## config.mk

```make
export PLATFORM = sky130hd
export DESIGN_NAME = k_group_stream_reverser
export DESIGN_NICKNAME = d
export VERILOG_FILES = /design/src/design/kgsr_pkg.sv /design/src/design/kgsr_datapath.sv /design/src/design/kgsr_ctrl.sv /design/src/design/k_group_stream_reverser.sv
export SDC_FILE = /design/constraint.sdc
export NUM_CORES = 1
export LEC_CHECK = 0
export BUFFER_PORTS_ARGS = -buffer_cell sky130_fd_sc_hd__buf_2
export CAP_MARGIN = 5
export CORE_MARGIN = 4
export CORE_UTILIZATION = 61
export CTS_CLUSTER_SIZE = 24
export DETAILED_ROUTE_END_ITERATION = 16
export MAX_ROUTING_LAYER = met4
export PLACE_DENSITY = 0.79
export SLEW_MARGIN = 20
export SYNTH_ARGS = -nofsm -noshare
export SYNTH_HDL_FRONTEND = slang
export SYNTH_SLANG_ARGS = --single-unit
```

## constraint.sdc

```tcl
create_clock -name i_clk -period 4.9 [get_ports i_clk]
set_clock_uncertainty 0.1 [all_clocks]
set_input_delay 0.735 -clock i_clk [delete_from_list [all_inputs] [get_ports i_clk]]
set_output_delay 0.735 -clock i_clk [all_outputs]
set_load 0.03 [all_outputs]
```

## src/design/kgsr_pkg.sv

```systemverilog
`timescale 1ns / 1ps

package kgsr_pkg;

    localparam int unsigned ValueWidth = 32;
    localparam int unsigned SizeWidth  = 5;
    localparam logic [SizeWidth-1:0] GroupSizeReset = 5'd3;

    typedef struct packed {
        logic signed [ValueWidth-1:0] value_in;
        logic                         final_in;
    } t_in_beat;

    typedef struct packed {
        logic signed [ValueWidth-1:0] value_out;
        logic                         final_out;
    } t_out_beat;

    typedef enum logic {
        ST_FILL,
        ST_DRAIN
    } t_state;

    // controller to datapath
    typedef struct packed {
        logic accept;
        logic step;
    } t_kgsr_cmd;

    // datapath to controller
    typedef struct packed {
        logic flush;
        logic left_one;
        logic out_free;
    } t_kgsr_status;

endpackage

```

## src/design/kgsr_datapath.sv

```systemverilog
`timescale 1ns / 1ps

module kgsr_datapath import kgsr_pkg::*; #(
    parameter int unsigned MAX_GROUP = 16
) (
    input  logic                 i_clk,
    input  logic                 i_rst_n,
    input  logic                 i_cfg_we,
    input  logic [SizeWidth-1:0] i_cfg_wdata,
    input  t_in_beat             i_in_data,
    input  logic                 i_out_ready,
    input  t_kgsr_cmd            i_cmd,
    output t_kgsr_status         o_status,
    output logic                 o_out_valid,
    output t_out_beat            o_out_data
);

    localparam int unsigned AW = (MAX_GROUP > 1) ? $clog2(MAX_GROUP) : 1;
    localparam int unsigned CW = $clog2(MAX_GROUP + 1);

    logic [ValueWidth-1:0] r_mem [MAX_GROUP];

    logic [SizeWidth-1:0] r_group_size;
    logic [CW-1:0]        r_fill;
    logic [CW-1:0]        r_left;
    logic [AW-1:0]        r_ptr;
    logic                 r_down;
    logic                 r_last;
    logic                 r_out_valid;
    logic [ValueWidth-1:0] r_out_value;
    logic                 r_out_final;

    logic [CW-1:0] n_count;
    logic [CW-1:0] n_eff_size;
    logic          n_full;

    // clamp the configured size to 1..MAX_GROUP
    always_comb begin
        if (r_group_size == '0) begin
            n_eff_size = CW'(1);
        end else if (32'(r_group_size) > 32'(MAX_GROUP)) begin
            n_eff_size = CW'(MAX_GROUP);
        end else begin
            n_eff_size = CW'(r_group_size);
        end
    end

    assign n_count = r_fill + CW'(1);
    assign n_full  = (n_count >= n_eff_size);

    assign o_status.flush    = n_full || i_in_data.final_in;
    assign o_status.left_one = (r_left == CW'(1));
    assign o_status.out_free = !r_out_valid || i_out_ready;

    // configuration register
    always_ff @(posedge i_clk) begin
        if (!i_rst_n) begin
            r_group_size <= GroupSizeReset;
        end else if (i_cfg_we) begin
            r_group_size <= i_cfg_wdata;
        end
    end

    // write the accepted value into the group buffer
    always_ff @(posedge i_clk) begin
        if (i_cmd.accept) begin
            r_mem[r_fill[AW-1:0]] <= i_in_data.value_in;
        end
    end

    // fill count and drain pointer
    always_ff @(posedge i_clk) begin
        if (!i_rst_n) begin
            r_fill <= '0;
            r_left <= '0;
            r_ptr  <= '0;
            r_down <= 1'b0;
            r_last <= 1'b0;
        end else if (i_cmd.accept) begin
            r_last <= i_in_data.final_in;
            if (n_full) begin
                r_fill <= '0;
                r_left <= n_count;
                r_ptr  <= r_fill[AW-1:0];
                r_down <= 1'b1;
            end else if (i_in_data.final_in) begin
                r_fill <= '0;
                r_left <= n_count;
                r_ptr  <= '0;
                r_down <= 1'b0;
            end else begin
                r_fill <= n_count;
            end
        end else if (i_cmd.step) begin
            r_left <= r_left - CW'(1);
            r_ptr  <= r_down ? (r_ptr - AW'(1)) : (r_ptr + AW'(1));
        end
    end

    // read one entry into the output register
    always_ff @(posedge i_clk) begin
        if (i_cmd.step) begin
            r_out_value <= r_mem[r_ptr];
            r_out_final <= r_last && (r_left == CW'(1));
        end
    end

    // output beat valid
    always_ff @(posedge i_clk) begin
        if (!i_rst_n) begin
            r_out_valid <= 1'b0;
        end else if (i_cmd.step) begin
            r_out_valid <= 1'b1;
        end else if (i_out_ready) begin
            r_out_valid <= 1'b0;
        end
    end

    assign o_out_valid          = r_out_valid;
    assign o_out_data.value_out = r_out_value;
    assign o_out_data.final_out = r_out_final;

endmodule

```

## src/design/kgsr_ctrl.sv

```systemverilog
`timescale 1ns / 1ps

module kgsr_ctrl import kgsr_pkg::*; (
    input  logic         i_clk,
    input  logic         i_rst_n,
    input  logic         i_in_valid,
    input  t_kgsr_status i_status,
    output logic         o_in_ready,
    output t_kgsr_cmd    o_cmd
);

    t_state r_state;
    t_state n_state;

    // state register
    always_ff @(posedge i_clk) begin
        if (!i_rst_n) begin
            r_state <= ST_FILL;
        end else begin
            r_state <= n_state;
        end
    end

    // next state and commands
    always_comb begin
        n_state      = r_state;
        o_in_ready   = 1'b0;
        o_cmd.accept = 1'b0;
        o_cmd.step   = 1'b0;
        case (r_state)
            ST_FILL: begin
                o_in_ready   = 1'b1;
                o_cmd.accept = i_in_valid;
                if (i_in_valid && i_status.flush) begin
                    n_state = ST_DRAIN;
                end
            end
            ST_DRAIN: begin
                // advance one beat whenever the output register frees up
                o_cmd.step = i_status.out_free;
                if (i_status.out_free && i_status.left_one) begin
                    n_state = ST_FILL;
                end
            end
            default: begin
                n_state = ST_FILL;
            end
        endcase
    end

endmodule

```

## src/design/k_group_stream_reverser.sv

```systemverilog
`timescale 1ns / 1ps

// k_group_stream_reverser
// Input channel (i_in_valid / o_in_ready / i_in_data) carries one signed 32-bit
// value per beat with a final flag on the last value of a sequence. Values are
// gathered into groups of group_size (written through i_cfg_we / i_cfg_wdata,
// 0 acts as 1, sizes above MAX_GROUP act as MAX_GROUP). A full group leaves on
// the output channel (o_out_valid / i_out_ready / o_out_data) in reverse order;
// a short group closed by a final beat leaves in arrival order. The last result
// of a sequence carries final_out.
// Throughput: one input beat per cycle while a group fills; once the group
// closes, input is held off and the buffer drains one result per cycle while
// the output takes them. The buffer has a single read port, which sets the
// one-result-per-cycle drain rate. The beat that closes a group moves the
// controller into its drain state; the first result is then registered into
// the output, later if an earlier result still waits on the output.
// A stall on the output holds the current result and pauses the drain.
// Reset clears the fill count, sets group_size to 3 and empties the output.
module k_group_stream_reverser import kgsr_pkg::*; #(
    parameter int unsigned MAX_GROUP = 16
) (
    input  logic                 i_clk,
    input  logic                 i_rst_n,
    input  logic                 i_cfg_we,
    input  logic [SizeWidth-1:0] i_cfg_wdata,
    input  logic                 i_in_valid,
    output logic                 o_in_ready,
    input  t_in_beat             i_in_data,
    output logic                 o_out_valid,
    input  logic                 i_out_ready,
    output t_out_beat            o_out_data
);

    t_kgsr_cmd    w_cmd;
    t_kgsr_status w_status;

    kgsr_ctrl u_ctrl (
        .i_clk      (i_clk),
        .i_rst_n    (i_rst_n),
        .i_in_valid (i_in_valid),
        .i_status   (w_status),
        .o_in_ready (o_in_ready),
        .o_cmd      (w_cmd)
    );

    kgsr_datapath #(
        .MAX_GROUP (MAX_GROUP)
    ) u_datapath (
        .i_clk       (i_clk),
        .i_rst_n     (i_rst_n),
        .i_cfg_we    (i_cfg_we),
        .i_cfg_wdata (i_cfg_wdata),
        .i_in_data   (i_in_data),
        .i_out_ready (i_out_ready),
        .i_cmd       (w_cmd),
        .o_status    (w_status),
        .o_out_valid (o_out_valid),
        .o_out_data  (o_out_data)
    );

endmodule

```

==> After elaboration in Yosys (flattened, before gate mapping) <==
Memory sizes are Yosys's and may differ from the RTL's. A register that Yosys moved wholly into a read port is not among the register bits.
Index checks and enable logic that the tools add are counted.
{ "totals": {"ff_bits": 24, "ramBits": 512, "inputBits": 43, "out_inout_bits": 35, "word_cells": 56, "mem_count": 1} }
{ "memory_table": {"columns": ["memory", "words", "width", "rd", "rd_ports_with_merged_regs", "write_ports", "line_no", "source"], "rows": [
  ["u_datapath.r_mem", 16, 32, 1, 1, 1, "kgsr_datapath.sv:21", "logic [ValueWidth-1:0] r_mem [MAX_GROUP];"]
]} }
{ "op_classes": {"add_sub_neg": 4, "order_cmp": 2, "eq_ne": 2, "n_mux": 25, "bitwise": 1, "reduce_logical": 12} }
{ "ops": {"columns": ["operator", "n"], "rows": [
  ["two-way mux 5 bit", 8],
  ["two-way mux 4 bit", 5],
  ["two-way mux 1 bit", 11],
  ["nonzero test 2 bit", 3],
  ["adder 5 x 1 -> 5 bit, second input constant", 1],
  ["== test 5 x 1 -> 1 bit, second input constant", 1],
  [">= comparator 5 bit", 1],
  ["greater-than comparator 5 bit, second input constant", 1],
  ["logical NOT 5 bit", 1],
  ["subtractor 5 x 1 -> 5 bit, second input constant", 1],
  ["adder 4 x 1 -> 4 bit, second input constant", 1],
  ["AND reduction 2 bit", 2],
  ["subtractor 4 x 1 -> 4 bit, second input constant", 1],
  ["logical AND 1 bit", 3],
  ["!= test 3 x 2 -> 1 bit, second input constant", 1],
  ["logical OR 1 bit", 2],
  ["one-hot mux 1 bit (2 select lines)", 1],
  ["logical NOT 1 bit", 1],
  ["inverter 1 bit", 1]
]} }

==> Longest topological paths before layout <==
Gate-level depths: netlist (run 1).
{ "depth": {"depth_word": 8, "mapped_depth": 9} }

==> Hierarchy <==
From an unflattened synthesis (run 1), not the netlist that was laid out.
{ "unflattened": {"hier_cells": 929, "area_unflattened_um2": 21700.8} }
{ "by_module_without_submodules": {"columns": ["mod", "instances", "cells_each", "area_each_um2", "seq_area_each_um2"], "rows": [
  ["kgsr_datapath", 1, 922, 21643.3, 16806.1],
  ["kgsr_ctrl", 1, 7, 57.6, 20.0]
]} }

==> Least setup slack after synthesis (run 1) <==
Ideal clock, no wire load.
{ "synth_timing": {"kind": "input -> register", "start": "input i_in_valid", "end": "memory u_datapath.r_mem[3][0] (enable)", "setup_ns": 0.461, "t_arrival_ns": 3.529, "required_time_ns": 4.339, "slack_ns": 0.810, "path_stages": 4, "path_cell_list": "nor2b_1 clkbuf_1 nand2_1 nor3_1"} }
{ "synth_between": {"elab_chain_len": 3} }
{ "synth_rtl": {"columns": ["item", "line_no", "source"], "rows": [
  ["start: declaration", "k_group_stream_reverser.sv:26", "input logic i_in_valid,"],
  ["two-way mux 1 bit", "kgsr_ctrl.sv:30", "case (r_state)"],
  ["two-way mux 1 bit", "kgsr_datapath.sv:66", "if (i_cmd.accept) begin"],
  ["two-way mux 1 bit (not written as such)", "kgsr_datapath.sv:67", "r_mem[r_fill[AW-1:0]] <= i_in_data.value_in;"],
  ["end: declaration", "kgsr_datapath.sv:21", null]
]} }
Every way passes these cells.

==> Final worst setup path (run 1) <==
{ "layout_timing": {"start": "register u_datapath.r_fill[0]", "end": "register u_datapath.r_left[4]"} }
{ "layout_between": {"elab_chain_len": 4, "word_cells_on_any_way": 7, "cone_classes": "1 x add/sub; 1 x order compare; 1 x eq/ne; 3 x mux; 1 x reduce/logical"} }
{ "layout_rtl": {"columns": ["item", "line_no", "source"], "rows": [
  ["start: declaration", "kgsr_datapath.sv:24", "logic [CW-1:0] r_fill;"],
  ["start signal: assignment", "kgsr_datapath.sv:92", "r_fill <= n_count;"],
  ["adder 5 x 1 -> 5 bit *", "kgsr_datapath.sv:48", "assign n_count = r_fill + CW'(1);"],
  [">= comparator 5 bit or two-way mux 5 bit (tied branches)", "kgsr_datapath.sv:49, kgsr_datapath.sv:86", null],
  ["!= test 3 x 2 -> 1 bit (no line) or two-way mux 5 bit (tied branches)", null, null],
  ["AND reduction 2 bit (no line) or two-way mux 5 bit (tied branches)", null, null],
  ["end signal: assignment", "kgsr_datapath.sv:83", "r_left <= n_count;"],
  ["end signal: assignment", "kgsr_datapath.sv:88", "r_left <= n_count;"],
  ["end signal: assignment", "kgsr_datapath.sv:95", "r_left <= r_left - CW'(1);"],
  ["end: declaration", "kgsr_datapath.sv:25", "logic [CW-1:0] r_left;"]
]} }
Mark *: on every way between the ends. The rest lies on a longest branch, timed or not. The select of a mux whose other input is x is not followed.
A chain may end at the register's enable or synchronous reset.

==> flow_summary.json, run 1 <==
{
  "ioPinCount": 78,
  "timing.max_cap.violations": 0,
  "outcome": "complete, no violations",
  "cp-start-kind": "register",
  "timing.critical_path.fanout_max": 8,
  "area_growth_syn_to_layout_pct": 14.07,
  "total_switching_power_w": 0.002465,
  "resize_count_post_cts": 0,
  "remaining_drc_errors": 0,
  "worst_r2r_path_depth": 9,
  "power.combinational.fraction_pct": 9.8,
  "largest_net_degree_at_the_start_of_global_routing": 79,
  "dr.first_iter.drc_count": 1232,
  "timing.critical_path.from": "u_datapath.r_fill[0]",
  "routedWlPerCell_um": 30.44,
  "critical_path_required_ns": 5.29,
  "fillers": 1929,
  "power.sequential.fraction_pct": 51.0,
  "wp_depth": 9,
  "report.final.slew_viol_count": 0,
  "critical_path.most_common_cell": "sky130_fd_sc_hd__ha_1",
  "worst_setup_path_endpoint": "u_datapath.r_left[4]",
  "sequential_fraction_of_the_synthesis_area_pct": 77.74,
  "vias": 10270,
  "port_buffers": 77,
  "max_stage_delay_cell_worst_path": "sky130_fd_sc_hd__a21boi_1",
  "report.power.total_w": 0.01096,
  "clk_pin_slew_ns": 0.07,
  "power.share.switching_pct": 22.50,
  "synthDominantAreaCellType": "sky130_fd_sc_hd__edfxtp_1",
  "fp.dieH_um": 196.4,
  "synth_area_per_cell_um2": 23.25,
  "critical_path_arrival_ns": 3.50,
  "synth_cell_type_count": 41,
  "length_of_the_first_detailed_routing_pass_in_iterations": 5,
  "synth_top_area_share_pct": 75.61,
  "cts_max_path_buffers": 3,
  "power.density_cell_area_nw_per_um2": 443.8,
  "h-tree-depth": 2,
  "net_count_synth": 988,
  "die_x_um": 196.4,
  "final.period_utilization_pct": 63.33,
  "grt_remaining_overflow": 0,
  "worst_hold_path_type": "primary input to register",
  "first_pass_grt_wire_length_mm": 71.41,
  "postSynthCellCount": 931,
  "setup_viol": 0,
  "net_count_reported_at_finish": 1100,
  "initial_core_utilization_pct": 62.20,
  "core_area_um2": 34800,
  "cts.sinks": 568,
  "setup_repair_after_global_routing_missed_its_margin": "false",
  "ant_nets": 0,
  "crit-reg2reg-launch": "u_datapath.r_fill[0]",
  "first_global_vias": 10660,
  "cts_setup_buffers": 0,
  "synth-seq-cells": 568,
  "worst_path_dominant_cell_family": "compound AO/OA/AOI/OAI gates",
  "power.leakage_nw": 7.766,
  "top_cells_by_area_in_the_synthesized_netlist": "sky130_fd_sc_hd__edfxtp_1, sky130_fd_sc_hd__mux4_2, sky130_fd_sc_hd__dfxtp_1",
  "cellInternalPower_w": 0.008491,
  "hpwlAfterDp_mm": 24.75,
  "reg2reg_slack_ns": 1.80,
  "pwr-share-clk_pct": 39.1,
  "timing.final.hold_violations": 0,
  "detail_route.vias_per_cell": 6.654,
  "setup_total_negative_slack_ns": 0,
  "tritoncts": "built",
  "totalWireLength_mm": 46.98,
  "critical_path_buf_inv_count": 0,
  "worst_slew_margin_rel_pct": 28.90,
  "clockRootBuffer": "sky130_fd_sc_hd__clkbuf_16",
  "critical_path_class": "register to register",
  "cpPeakStageDelay_ns": 0.55,
  "synth_warnings": 0,
  "vdd.ir_drop.worst_uv": 307.8,
  "die_area_um2": 38560,
  "syn_area_um2": 21640,
  "clkLatencyLatePin_ns": 0.59,
  "hold_buffers": 0,
  "max_freq_mhz": 322.2,
  "r2r_end": "u_datapath.r_left[4]",
  "globalplace.congestion": 0.8621,
  "number_of_antenna_violations_at_the_first_check_in_global_routing": 1,
  "drive_gt1_share_pct": 33.58,
  "cts-buffers-inserted": 53,
  "globalRouteTotalUtil_pct": 25.73,
  "rows": 68,
  "worst_pin_slew_ns": 1.066,
  "timing.critical_path.cells": "ha_1, nand3_1, xnor2_1, ha_1, a211o_1, a22oi_1, a21boi_1, o21ai_0, a21oi_1",
  "setup.worst_path.end_class": "register",
  "finalWorstPathRequiredPeriod_ns": 3.103
}
## worst register-to-register path: stages, from the launching register on
cell	delay, ns
sky130_fd_sc_hd__dfxtp_1	0.47
sky130_fd_sc_hd__ha_1	0.28
sky130_fd_sc_hd__nand3_1	0.12
sky130_fd_sc_hd__xnor2_1	0.30
sky130_fd_sc_hd__ha_1	0.36
sky130_fd_sc_hd__a211o_1	0.30
sky130_fd_sc_hd__a22oi_1	0.20
sky130_fd_sc_hd__a21boi_1	0.55
sky130_fd_sc_hd__o21ai_0	0.19
sky130_fd_sc_hd__a21oi_1	0.15
## layer usage
metal | share of wire (%) | wire [um] | GRT usage (%)
met5 | 0 | 0 | -
met4 | 2.4 | 1138 | 6.103
met2 | 51 | 23960 | 40.86
met3 | 7.6 | 3593 | 3.897
met1 | 39 | 18290 | 36.59
## synth_stat cells
cell and number:
sky130_fd_sc_hd__nand2b_1 5, sky130_fd_sc_hd__nor4_1 1, sky130_fd_sc_hd__xor2_1 2, sky130_fd_sc_hd__buf_1 13, sky130_fd_sc_hd__and3_1 1, sky130_fd_sc_hd__a211oi_1 2
sky130_fd_sc_hd__ha_1 13, sky130_fd_sc_hd__a21oi_1 18, sky130_fd_sc_hd__clkinv_1 1, sky130_fd_sc_hd__or3b_2 1, sky130_fd_sc_hd__a21boi_1 1, sky130_fd_sc_hd__nor3_1 7
sky130_fd_sc_hd__mux4_2 160, sky130_fd_sc_hd__o22ai_1 1, sky130_fd_sc_hd__buf_2 6, sky130_fd_sc_hd__a31oi_1 1, sky130_fd_sc_hd__nor2_1 26, sky130_fd_sc_hd__a21o_1 2
sky130_fd_sc_hd__fa_1 1, sky130_fd_sc_hd__a2bb2oi_1 2, sky130_fd_sc_hd__a32oi_1 1, sky130_fd_sc_hd__o21ai_0 8, sky130_fd_sc_hd__or3_1 2, sky130_fd_sc_hd__buf_6 10
sky130_fd_sc_hd__inv_1 10, sky130_fd_sc_hd__nand2_1 25, sky130_fd_sc_hd__mux2_2 1, sky130_fd_sc_hd__o21a_1 1, sky130_fd_sc_hd__edfxtp_1 545, sky130_fd_sc_hd__a31o_2 1
sky130_fd_sc_hd__a311oi_1 1, sky130_fd_sc_hd__nor2b_1 2, sky130_fd_sc_hd__mux2i_1 5, sky130_fd_sc_hd__nand3_1 5, sky130_fd_sc_hd__xnor2_1 5, sky130_fd_sc_hd__clkbuf_1 14
sky130_fd_sc_hd__a221oi_1 2, sky130_fd_sc_hd__a211o_1 1, sky130_fd_sc_hd__buf_4 1, sky130_fd_sc_hd__a22oi_1 4, sky130_fd_sc_hd__dfxtp_1 23
## power groups by stage
stage	combinational [W]	clock [W]	sequential, W
6_report	0.00108	0.00428	0.00559
5_1_grt	0.00115	0.00458	0.00561
4_1_cts	0.00109	0.00434	0.00560
3_5_place_dp	0.00107	0	0.00569
3_3_place_gp	0.00105	0	0.00569
2_1_floorplan	0.000758	0	0.00567
## cell type report
cell class	count	area [um2]	area share, %
antenna	1	2.502	0.01014
multi-input combinational	308	4636	18.78
timing repair buffer	101	795.8	3.223
clock inverter	36	400.4	1.622
clock buffer	63	1406	5.696
sequential	568	16840	68.20
inverter	11	41.29	0.1672
tap	455	569.3	2.306
## flip-flops by register name, indices dropped and copies added (netlist names), 4 cells and up
register                 count
u_datapath.r_mem           512
u_datapath.r_out_value      32
u_datapath.r_fill            5
u_datapath.r_group_size      5
u_datapath.r_left            5
u_datapath.r_ptr             4
## cell usage in the layout, fill, tap and decap left out, types with 2 or more instances in the layout
| cell | n |
|---|---|
| sky130_fd_sc_hd__a21oi_1 | 18 |
| sky130_fd_sc_hd__or3_1 | 2 |
| sky130_fd_sc_hd__clkinvlp_4 | 2 |
| sky130_fd_sc_hd__inv_1 | 9 |
| sky130_fd_sc_hd__buf_4 | 11 |
| sky130_fd_sc_hd__edfxtp_1 | 545 |
| sky130_fd_sc_hd__ha_1 | 13 |
| sky130_fd_sc_hd__mux2i_1 | 5 |
| sky130_fd_sc_hd__nand3_1 | 5 |
| sky130_fd_sc_hd__xor2_1 | 2 |
| sky130_fd_sc_hd__mux4_2 | 160 |
| sky130_fd_sc_hd__a21o_1 | 2 |
| sky130_fd_sc_hd__nor2_1 | 14 |
| sky130_fd_sc_hd__dfxtp_4 | 3 |
| sky130_fd_sc_hd__nor2_4 | 12 |
| sky130_fd_sc_hd__buf_16 | 9 |
| sky130_fd_sc_hd__nor3_2 | 4 |
| sky130_fd_sc_hd__a221oi_1 | 2 |
| sky130_fd_sc_hd__nand2_1 | 25 |
| sky130_fd_sc_hd__clkbuf_16 | 55 |
| sky130_fd_sc_hd__nand2b_1 | 5 |
| sky130_fd_sc_hd__clkinv_2 | 12 |
| sky130_fd_sc_hd__clkbuf_1 | 8 |
| sky130_fd_sc_hd__nor2b_1 | 2 |
| sky130_fd_sc_hd__a211oi_1 | 2 |
| sky130_fd_sc_hd__a2bb2oi_1 | 2 |
| sky130_fd_sc_hd__buf_2 | 77 |
| sky130_fd_sc_hd__bufinv_16 | 9 |
| sky130_fd_sc_hd__dfxtp_1 | 19 |
| sky130_fd_sc_hd__buf_12 | 4 |
| sky130_fd_sc_hd__clkinv_1 | 12 |
| sky130_fd_sc_hd__o21ai_0 | 8 |
| sky130_fd_sc_hd__a22oi_1 | 4 |
| sky130_fd_sc_hd__nor3_1 | 3 |
| sky130_fd_sc_hd__xnor2_1 | 5 |
## stage by stage
step           worst slack [ns]  area (um2)  utilization [%]  cells  hold WS [ns]
2_1_floorplan            0.8097       21640                -    931        0.3319
3_3_place_gp              1.934       22570            64.86   1431        0.3429
3_5_place_dp              1.949       22830            65.61   1441        0.3461
4_1_cts                   1.889       24640            70.80   1540        0.2466
5_1_grt                   1.648       24690            70.95   1543        0.2592
6_report                  1.797       24690            70.95   1543        0.2715
## kinds of logic after synthesis
group,synth area share (%)
xor+xnor,0.2833
flops,77.74
mux,16.93
fa+ha+maj,0.8440
simple gates,1.520
compound gates,1.330
buf+inv,1.353
## how the worst min path moves through the flow
stage | start | cells past startpoint | endpoint
after detailed placement | u_datapath.r_last | 2 | u_datapath.r_last
final | i_rst_n | 2 | u_datapath.r_group_size[0]
after CTS | i_rst_n | 2 | u_datapath.r_group_size[0]
after floorplan | u_datapath.r_last | 2 | u_datapath.r_last
after global routing | i_rst_n | 2 | u_datapath.r_group_size[0]
after global placement | u_datapath.r_last | 2 | u_datapath.r_last
(Power assumes the default switching activity.)
==> inputs of run 2 (changes only) <==
--- a/config.mk
+++ b/config.mk
@@ -5,14 +5,15 @@
 export SDC_FILE = /design/constraint.sdc
 export NUM_CORES = 1
 export LEC_CHECK = 0
+export ABC_AREA = 1
 export BUFFER_PORTS_ARGS = -buffer_cell sky130_fd_sc_hd__buf_2
 export CAP_MARGIN = 5
 export CORE_MARGIN = 4
-export CORE_UTILIZATION = 61
+export CORE_UTILIZATION = 62
 export CTS_CLUSTER_SIZE = 24
 export DETAILED_ROUTE_END_ITERATION = 16
 export MAX_ROUTING_LAYER = met4
-export PLACE_DENSITY = 0.79
+export PLACE_DENSITY = 0.8
 export SLEW_MARGIN = 20
 export SYNTH_ARGS = -nofsm -noshare
 export SYNTH_HDL_FRONTEND = slang
==> constraint.sdc (replaced) <==
create_clock -name i_clk -period 3.2 [get_ports i_clk]
set_clock_uncertainty 0.1 [all_clocks]
set_input_delay 0.48 -clock i_clk [delete_from_list [all_inputs] [get_ports i_clk]]
set_output_delay 0.48 -clock i_clk [all_outputs]
set_load 0.03 [all_outputs]
==> flow_summary.json, run 2 <==
{
  "outcome": "complete, no violations",
  "clkLatencyLatePin_ns": 0.57,
  "number_of_antenna_violations_at_the_first_check_in_global_routing": 3,
  "net_count_synth": 1831,
  "globalplace.congestion": 0.8513,
  "final.period_utilization_pct": 83.78,
  "final-seq-area_um2": 16840,
  "h-tree-depth": 2,
  "cts_max_path_buffers": 3,
  "detail_route.vias_per_cell": 6.104,
  "port_buffers": 77,
  "report.power.total_w": 0.01711,
  "critical_path_class": "register to register",
  "net_count_reported_at_finish": 1885,
  "ant_nets": 0,
  "drive_gt1_share_pct": 11.85,
  "critical_path_arrival_ns": 3.05,
  "finalWorstPathRequiredPeriod_ns": 2.681,
  "cp-start-kind": "register",
  "max_freq_mhz": 373.0,
  "resize_count_post_cts": 0,
  "critical_path.most_common_cell": "sky130_fd_sc_hd__nand2_1",
  "timing.final.hold_violations": 0,
  "synth_warnings": 0,
  "synthDominantAreaCellType": "sky130_fd_sc_hd__edfxtp_1",
  "power.leakage_nw": 8.474,
  "layout.cells.most_common": "sky130_fd_sc_hd__edfxtp_1",
  "synth_area_per_cell_um2": 12.79,
  "synth_top_area_share_pct": 72.11,
  "remaining_drc_errors": 0,
  "worst_pin_slew_ns": 1.123,
  "core_area_um2": 35830,
  "worst_slew_margin_rel_pct": 25.15,
  "worst_hold_path_type": "primary input to register",
  "synth.top_cells.by_count": "sky130_fd_sc_hd__edfxtp_1, sky130_fd_sc_hd__nor2_1, sky130_fd_sc_hd__o21ai_0, sky130_fd_sc_hd__o211ai_1, sky130_fd_sc_hd__nand2_1",
  "top_cells_by_area_in_the_synthesized_netlist": "sky130_fd_sc_hd__edfxtp_1, sky130_fd_sc_hd__nor2_1, sky130_fd_sc_hd__o211ai_1",
  "routedWlPerCell_um": 21.24,
  "critical_path_required_ns": 3.56,
  "dr.first_iter.drc_count": 1751,
  "grt_remaining_overflow": 0,
  "largest_net_degree_at_the_start_of_global_routing": 280,
  "die_area_um2": 39730,
  "report.final.slew_viol_count": 0,
  "worst_slack_ns": 0.5190,
  "fillers": 2226,
  "cts-buffers-inserted": 55,
  "timing.max_cap.violations": 0,
  "setup_repair_after_global_routing_missed_its_margin": "false",
  "syn_area_um2": 22700,
  "vias": 14270,
  "synth_edf_count": 545,
  "timing.critical_path.cells": "ha_1, nand2_1, inv_1, nand2_1, nand2_1, and2_1, ha_1, a21oi_1, nand4_1, nand2_1, nand2_1, nand2_1, nor2_1",
  "layout_common_cells": "sky130_fd_sc_hd__edfxtp_1, sky130_fd_sc_hd__nor2_1, sky130_fd_sc_hd__o21ai_0",
  "synth-seq-cells": 568,
  "synthFlopType": "sky130_fd_sc_hd__edfxtp_1",
  "cts.sinks": 568,
  "synth_cell_type_count": 28,
  "first_pass_grt_wire_length_mm": 76.29,
  "hpwlAfterDp_mm": 25.50,
  "length_of_the_first_detailed_routing_pass_in_iterations": 7,
  "area_growth_syn_to_layout_pct": 11.57,
  "cpPeakStageDelay_ns": 0.43,
  "max_stage_delay_cell_worst_path": "sky130_fd_sc_hd__dfxtp_1",
  "globalRouteTotalUtil_pct": 25.60,
  "yosys.cell_count.top_type": "sky130_fd_sc_hd__edfxtp_1",
  "clockRootBuffer": "sky130_fd_sc_hd__clkbuf_16",
  "tritoncts": "built",
  "sequential_fraction_of_the_synthesis_area_pct": 74.13,
  "detailedPlace.worstSlack_ns": 0.5836,
  "timing.critical_path.fanout_max": 14,
  "multi_input_logic_area_um2": 5150,
  "rows": 69,
  "async_flop_share_pct": 0,
  "initial_core_utilization_pct": 63.35,
  "power.density_cell_area_nw_per_um2": 675.6,
  "setup_total_negative_slack_ns": 0,
  "cts_setup_buffers": 0,
  "setup_viol": 0,
  "die_x_um": 199.3,
  "fp.dieH_um": 199.3,
  "totalWireLength_mm": 49.65,
  "setup.worst_path.end_class": "register",
  "ioPinCount": 78,
  "clk_pin_slew_ns": 0.06,
  "largest_reg_flops": 512,
  "vdd.ir_drop.worst_uv": 642.8,
  "hold_buffers": 0,
  "first_global_vias": 13950,
  "postSynthCellCount": 1774
}
==> run 2: changes by cell type after synthesis, sizes merged, moves of 29 or more <==
cell    change
inv        +45
clkbuf     +40
buf        +29
o21ai     +262
nor2      +368
o211ai    +128
nand3      +73
nand2      +85
mux4      -160
==> run 2: layout make-up <==
class                      instances  share of cell area, %
multi-input combinational       1037                  20.34
clock inverter                    36                  1.092
tap                              461                  2.278
inverter                          56                 0.8499
timing repair buffer             110                  3.143
clock buffer                      67                  5.781
sequential                       568                  66.49
antenna                            3                0.02965
==> run 2: final timing paths <==
check	startpoint	endpoint	slack [ns]	cells after the start
worst min register to register	u_datapath.r_last	u_datapath.r_last	0.37	2
worst max-delay path	u_datapath.r_fill[0]	u_datapath.r_left[3]	0.52	13
worst max register to register	u_datapath.r_fill[0]	u_datapath.r_left[3]	0.52	13
worst min-delay path	i_cfg_wdata[0]	u_datapath.r_group_size[0]	0.04	3
==> run 2: per-layer routing <==
layer / GRT usage [%] / share of wire (%) / vias to the layer above
met2: 40.79 / 48 / 699
li1: - / - / 6554
met1: 34.87 / 41 / 6904
met3: 4.047 / 8.3 / 115
met4: 7.723 / 2.6 / 0
met5: - / 0 / -
==> run 2: kinds of logic after synthesis <==
kind of cell             synth area share, %
AND/OR/NAND/NOR                        10.39
flip-flops                             74.13
adder cells (fa/ha/maj)               0.8049
buffers and inverters                  3.704
AO/OA/AOI/OAI                          10.97
==> run 2: through the flow <==
stage                     cells  instance area (um2)  utilization, %  hold slack, ns
after global placement     2232                23570           65.80          0.3633
after global routing       2338                25320           70.68         0.04087
after detailed placement   2232                23570           65.80          0.3651
after CTS                  2335                25310           70.65         0.02014
final                      2338                25320           70.68         0.03502
after floorplan            1774                22700               -          0.3409
==> run 2: report_power, final <==
part           leakage (nW)  switching (W)  internal (W)
Clock                 0.852        0.00263       0.00357
Combinational          2.50        0.00167      0.000743
Sequential             5.12       0.000114       0.00838
Total                  8.47        0.00442        0.0127
==> run 2: worst max-delay path, delay by kind of cell, from the launching register on <==
kind	cells	cell delay [ns]
adder cells (fa/ha/maj)	2	0.47
buffers and inverters	1	0.09
AND/OR/NAND/NOR	9	1.31
flip-flops	1	0.43
AO/OA/AOI/OAI	1	0.17
